==> src/hw/rtl/dsd_pkg.sv <==
package dsd_pkg;

  localparam int unsigned DEF_MAX_SEEDS    = 1024;
  localparam int unsigned DEF_MAX_PAIRS    = 8192;
  localparam int unsigned DEF_MEAS_ID_BITS = 20;

  localparam int unsigned SEED_W  = 11;
  localparam int unsigned SIDX_W  = 10;
  localparam int unsigned MID_W   = 20;
  localparam int unsigned CNT_W   = 4;
  localparam int unsigned ST_W    = 2;
  localparam int unsigned KIND_W  = 3;

  localparam logic [CNT_W-1:0] CNT_MAX = 4'd15;

  localparam logic [ST_W-1:0] ST_OK    = 2'd0;
  localparam logic [ST_W-1:0] ST_FULL  = 2'd1;
  localparam logic [ST_W-1:0] ST_RANGE = 2'd2;

  localparam logic [KIND_W-1:0] KIND_HIT    = 3'd0;
  localparam logic [KIND_W-1:0] KIND_END    = 3'd1;
  localparam logic [KIND_W-1:0] KIND_NEWTRK = 3'd2;
  localparam logic [KIND_W-1:0] KIND_MEAS   = 3'd3;
  localparam logic [KIND_W-1:0] KIND_QUERY  = 3'd4;

  localparam logic REG_ENABLED    = 1'b0;
  localparam logic REG_SEED_COUNT = 1'b1;

  typedef enum logic [2:0] {
    OP_NOP,
    OP_HIT,
    OP_END,
    OP_NEWTRK,
    OP_MEAS,
    OP_QUERY
  } op_t;

  typedef struct packed {
    op_t              op;
    logic [SIDX_W-1:0] sidx;
  } item_t;

endpackage

==> src/hw/rtl/dsd_front.sv <==
module dsd_front #(
  parameter int unsigned KW = 20
) (
  input  logic                       clk,
  input  logic                       rst,
  input  logic                       enabled,
  input  logic                       in_valid,
  output logic                       in_ready,
  input  logic [dsd_pkg::KIND_W-1:0] kind,
  input  logic [dsd_pkg::MID_W-1:0]  measurement_id,
  input  logic [dsd_pkg::SIDX_W-1:0] seed_index,
  output logic                       q_valid,
  output dsd_pkg::item_t             q_item,
  output logic [KW-1:0]              q_key,
  input  logic                       q_take
);
  import dsd_pkg::*;

  item_t       fifo_item [2];
  logic [KW-1:0] fifo_key [2];
  logic        wptr;
  logic        rptr;
  logic [1:0]  count;
  item_t       cls;
  logic        push;

  always_comb begin
    cls.sidx = seed_index;
    cls.op   = OP_NOP;
    if (enabled) begin
      case (kind)
        KIND_HIT:    cls.op = OP_HIT;
        KIND_END:    cls.op = OP_END;
        KIND_NEWTRK: cls.op = OP_NEWTRK;
        KIND_MEAS:   cls.op = OP_MEAS;
        KIND_QUERY:  cls.op = OP_QUERY;
        default:     cls.op = OP_NOP;
      endcase
    end
  end

  assign in_ready = (count != 2'd2);
  assign push     = in_valid && in_ready;
  assign q_valid  = (count != 2'd0);
  assign q_item   = fifo_item[rptr];
  assign q_key    = fifo_key[rptr];

  always_ff @(posedge clk) begin
    if (push) begin
      fifo_item[wptr] <= cls;
      fifo_key[wptr]  <= KW'(measurement_id);
    end
  end

  always_ff @(posedge clk) begin
    if (rst) begin
      wptr  <= 1'b0;
      rptr  <= 1'b0;
      count <= 2'd0;
    end else begin
      if (push) wptr <= ~wptr;
      if (q_take) rptr <= ~rptr;
      count <= count + {1'b0, push} - {1'b0, q_take};
    end
  end

endmodule

==> config.mk <==
export PLATFORM = sky130hd
export DESIGN_NAME = dsd_front
export DESIGN_NICKNAME = d
export VERILOG_FILES = /design/src/hw/rtl/dsd_pkg.sv /design/src/hw/rtl/dsd_front.sv
export SDC_FILE = /design/constraint.sdc
export NUM_CORES = 1
export LEC_CHECK = 0
export ABC_CLOCK_PERIOD_IN_PS = 3000
export BUFFER_PORTS_ARGS = -buffer_cell sky130_fd_sc_hd__buf_2
export CORE_AREA = 2 2 77 79
export CTS_BUF_LIST = sky130_fd_sc_hd__clkbuf_4 sky130_fd_sc_hd__clkbuf_8 sky130_fd_sc_hd__clkbuf_16
export DETAILED_ROUTE_END_ITERATION = 16
export DIE_AREA = 0 0 79 81
export HOLD_SLACK_MARGIN = 0.05
export PLACE_DENSITY_LB_ADDON = 0.2
export SLEW_MARGIN = 0
export SYNTH_ARGS = -nofsm -noshare
export SYNTH_HDL_FRONTEND = slang
export SYNTH_SLANG_ARGS = --single-unit
==> constraint.sdc <==
create_clock -name clk -period 3 [get_ports clk]
set_clock_uncertainty 0.1 [all_clocks]
set_input_delay 0.15 -clock clk [delete_from_list [all_inputs] [get_ports clk]]
set_output_delay 0.15 -clock clk [all_outputs]
set_load 0.02 [all_outputs]
=== After elaboration in Yosys (flattened, before gate mapping) ===
Memories as Yosys holds them, arrays and structs flattened. A register that Yosys moved wholly into a read port is not among the register bits.
Cells that the tools add are included.

* Bits in registers: 4
* Latch bits: 0
* Memory bits (writable): 66
* Bits in read-only memories: 0
* Input bits: 38
* Output and inout port bits: 35
* Word-level logic and storage cells: 25
* Memories: 2

{| class="wikitable"
|+ Memories
! name !! words !! width !! read ports !! clocked after Yosys merged registers in !! write ports !! line !! text
|-
| fifo_key || 2 || 20 || 1 || 1 || 1 || dsd_front.sv:20 || <nowiki>logic [KW-1:0] fifo_key [2];</nowiki>
|-
| fifo_item || 2 || 13 || 1 || 1 || 1 || dsd_front.sv:19 || <nowiki>item_t fifo_item [2];</nowiki>
|}

* Add/subtract/negate cells: 2
* $mul: 0
* Divide/modulo/power cells: 0
* Order comparisons: 0
* Equal/unequal tests: 5
* Shift operators: 0
* Mux-type cells: 8
* Bitwise logic cells: 2
* Reductions and logical operators: 3

{| class="wikitable"
|+ Operators by type and width
! operator !! number
|-
| 3-bit one-hot mux with 5 select lines || 1
|-
| 3-bit by 2-bit equality test with 1-bit output (second input constant) || 2
|-
| 1-bit two-way mux || 6
|-
| 3-bit by 1-bit equality test with 1-bit output (second input constant) || 1
|-
| 3-bit equality test (second input constant) || 1
|-
| 3-bit zero test || 1
|-
| 3-bit two-way mux || 1
|-
| 2-bit by 1-bit adder with 2-bit output || 1
|-
| 2-bit != test (second input constant) || 1
|-
| 1-bit inverter || 2
|-
| 2-bit nonzero test || 1
|-
| 2-bit by 1-bit subtractor with 2-bit output || 1
|-
| 1-bit logical AND || 1
|}

=== Logic depth before layout (Yosys ltp) ===
* Depth in word-level cells: 4
* Mapped depth: 8
* Depth with buffers taken out: 8

=== Worst setup path after synthesis ===
Ideal clock, no wire load.

* Kind: flip-flop to flip-flop
* Start point: reg count[0]
* End point: mem fifo_item[0][0] in the netlist's numbering, enable pin
* Setup time: 0.423 ns
* Arrival time: 2.004 ns
* Slack: 0.473 ns
* Stages on the path, launching flop included: 4
* Buffers on the path: 0
* Path through: dfxtp_1 -> nand2b_2 -> nand2_2 -> nor2_1

* Cells in the longest elaborated chain, start to end: 4

{| class="wikitable"
|+ RTL lines
! what !! line !! text
|-
| from (decl) || dsd_front.sv:23 || <nowiki>logic [1:0] count;</nowiki>
|-
| from (signal assigned) || dsd_front.sv:63 || <nowiki>count <= count + {1'b0, push} - {1'b0, q_take};</nowiki>
|-
| 2-bit != test || dsd_front.sv:42 || <nowiki>assign in_ready = (count != 2'd2);</nowiki>
|-
| net in_ready || dsd_front.sv:8 || <nowiki>output logic in_ready,</nowiki>
|-
| 1-bit logical AND || dsd_front.sv:43 || <nowiki>assign push = in_valid && in_ready;</nowiki>
|-
| 1-bit two-way mux || dsd_front.sv:49 || <nowiki>if (push) begin</nowiki>
|-
| 1-bit two-way mux (not written as such) || dsd_front.sv:50 || <nowiki>fifo_item[wptr] <= cls;</nowiki>
|-
| to (decl) || dsd_front.sv:19 ||
|}

The timed path passes the listed nets, and every way through them passes these cells.

==> results.sh <==
export IMPL_synthTopCellsByArea="edfxtp_1 71%, mux2_4 16%, dfxtp_1 3.6%, buf_12 2.1%, mux2_2 1.6%"
export IMPL_maxSlewViolCount=0
export IMPL_setup_viol=0
export IMPL_grt_setup_unrepaired="no"
export IMPL_fmax_ghz=0.5133
export IMPL_clk_pin_slew_ns=0.07
export IMPL_power_switching_uw=707.9
export IMPL_yosys_warnings=0
export IMPL_row_count=28
export IMPL_yosysTopAreaCell="edfxtp_1"
export IMPL_synth_top_area_share_pct=70.59
export IMPL_post_route_period_util_pct=64.94
export IMPL_syn_area_mm2=0.002808
export IMPL_crit_chain="buf_4 > mux2_2 > buf_2"
export IMPL_slew_headroom_pct=34.90
export IMPL_grt_pass1_wl_mm=7.003
export IMPL_worstPathRequired_ns=2.75
export IMPL_cp_slowest_stage_delay_ns=0.55
export IMPL_crit_arrival_ns=1.70
export IMPL_leakagePower_uw=0.001528
export IMPL_numCtsBuffers=9
export IMPL_grt_pass1_vias=1568
export IMPL_whs_ns=0.08228
export IMPL_syn_area_per_cell_um2=20.95
export IMPL_via_per_inst=4.736
export IMPL_cpMaxStageDelayCell="dfxtp_2"
export IMPL_diodes=0
export IMPL_path_buf_inv=2
export IMPL_maxCapViolCount=0
export IMPL_tightest_slew_ns=0.9742
export IMPL_combPwrFrac_pct=21.4
export IMPL_drive_gt1_share_pct=50.79
export IMPL_antenna_found_initial=0
export IMPL_wirelength_mm=4.808
export IMPL_nFillCells=428
export IMPL_ant_nets=0
export IMPL_critPathLaunchType="flip-flop"
export IMPL_outcome="finished, final reports clean"
export IMPL_synth_edf_count=66
export IMPL_p_seq_share_pct=46.8
export IMPL_hp_class="primary input to flip-flop"
export IMPL_grt_overflow_total=0
export IMPL_synthTopCellsByCount="66 x edfxtp_1, 30 x mux2_4, 6 x nor2_1"
export IMPL_path_class="flip-flop to output port"
export IMPL_p_per_area_mw_per_mm2=736.7
export IMPL_clock_sinks=71
export IMPL_htreeDepth=3
export IMPL_hold_depth=2
export IMPL_postCtsHoldBufs=34
export IMPL_cp_end_kind="output port"
export IMPL_drc=0
export IMPL_period_minus_slack_ns=1.948
export IMPL_p_clk_share_pct=31.8
export IMPL_ys_flop_type="edfxtp_1"
export IMPL_p_int_uw=2089
export IMPL_async_flop_share_pct=0
export IMPL_dieHeight_um=81
export IMPL_port_buffers=72
export IMPL_gp_congestion=0.6335
export IMPL_hold_viol=0
export IMPL_critPathMaxFanout=12
export IMPL_grt_max_degree=34
export IMPL_post_cts_buffers=0
export IMPL_drtPass1Iterations=4
export IMPL_ys_ff_latch=71
export IMPL_die_w_um=79
export IMPL_drt_iter0_drc=65
export IMPL_ir_drop_mv=0.4891
export IMPL_core_mm2=0.005675
export IMPL_cts_root_buffer="clkbuf_8"
export IMPL_yosysMostFrequentCell="edfxtp_1"
export IMPL_synthDistinctLibCells=21
export IMPL_r2r_slack_ns=1.14
export IMPL_syn_num_nets=174
export IMPL_cts_tree="done"
export IMPL_wl_per_cell_um=14.61
export IMPL_dp_hpwl_mm=3.111
export IMPL_p_sw_share_pct=25.31
export IMPL_cts_resized=0
export IMPL_path_depth=3
export IMPL_synthCells=134
export IMPL_seq_area_frac_synth_pct=74.15
export IMPL_cts_buffer_depth=2
export IMPL_setup_tns_ns=0
export IMPL_nets=289
export IMPL_initial_core_util_pct=49.47
export IMPL_track_usage_pct=15.22
export IMPL_io_pins=73
export IMPL_dieArea_mm2=0.006399
export IMPL_r2r_cells=3
export IMPL_vias=1558
export IMPL_clock_latency_ns=0.33
export IMPL_cp_top_family="flip-flops"
export IMPL_syn_to_final_growth_pct=35.20
-- sequential cells by signal, summed over array words and instances (netlist names), named ones only --
| name | cells |
|---|---|
| count | 2 |
| fifo_item | 26 |
| fifo_key | 40 |
| rptr | 1 |
| wptr | 1 |
-- power by group through the flow --
stage          registers (uW)  logic (uW)  clock network (uW)
2_1_floorplan            1310         423                   0
3_3_place_gp             1320         552                   0
5_1_grt                  1320         641                 942
4_1_cts                  1310         607                 906
3_5_place_dp             1330         570                   0
6_report                 1310         598                 889
-- layout by cell type, fill, tap and decap left out --
cell type      instances
buf_4                  2
dlygate4sd3_1         34
xnor2_1                3
nor2b_1                2
dfxtp_2                1
bufinv_16              3
nand3b_1               1
nor2_1                 5
clkinv_1               1
mux2_4                30
dfxtp_1                4
clkbuf_4               1
ha_1                   2
or2_2                  1
inv_1                  2
nand2_1                1
mux2_2                 4
a211oi_1               1
nor2_4                 1
a21oi_1                1
edfxtp_1              66
and3_2                 1
clkbuf_8               9
buf_2                 72
nor3_1                 1
nand2_2                1
nand2b_2               1
clkinvlp_4             2
xor2_1                 1
-- cells by family after synthesis --
family,count (synthesis),synth area share [%]
buffers and inverters,6,2.808
adders and majority gates,2,0.8911
and+or+nand+nor,15,2.808
muxes,34,17.65
AOI/OAI and AO/OA,2,0.4456
DFF,71,74.15
xor gates and xnor gates,4,1.248
-- stage by stage --
stage	instances	total power (uW)	instance area [um^2]	utilization (%)	worst slack, ns
after floorplan	134	1733	2808	-	0.4730
after global placement	279	1872	3216	56.66	1.253
after detailed placement	279	1905	3216	56.66	1.141
after CTS	329	2826	3796	66.89	1.010
after global routing	329	2905	3796	66.89	0.9636
final	329	2797	3796	66.89	1.052
-- cell type report --
type	instances	area (um^2)	share of cell area [%]
clock inverter	6	108.9	2.867
sequential	71	2083	54.88
timing repair buffer	108	715.7	18.85
tap	75	93.84	2.472
inverter	2	7.507	0.1978
multi-input combinational	57	655.6	17.27
clock buffer	10	131.4	3.461
-- final timing paths --
check / endpoint / start
min reg2reg: rptr$_SDFFE_PP0P_ / rptr$_SDFFE_PP0P_
max reg2reg: fifo_key[0][19]$_DFFE_PP_ / count[0]$_SDFF_PP0_
max: q_key[19] / flip-flop
min: fifo_item[1][10]$_DFFE_PP_ / kind[0]
-- per-layer routing --
metal	vias up	GRT usage, %	routed length, um
li1	742	-	-
met4	0	8.276	76
met5	-	0	0
met1	764	15.91	1851
met2	46	28.22	2651
met3	6	3.667	228
No activity file was read; power rests on OpenSTA's default activity.
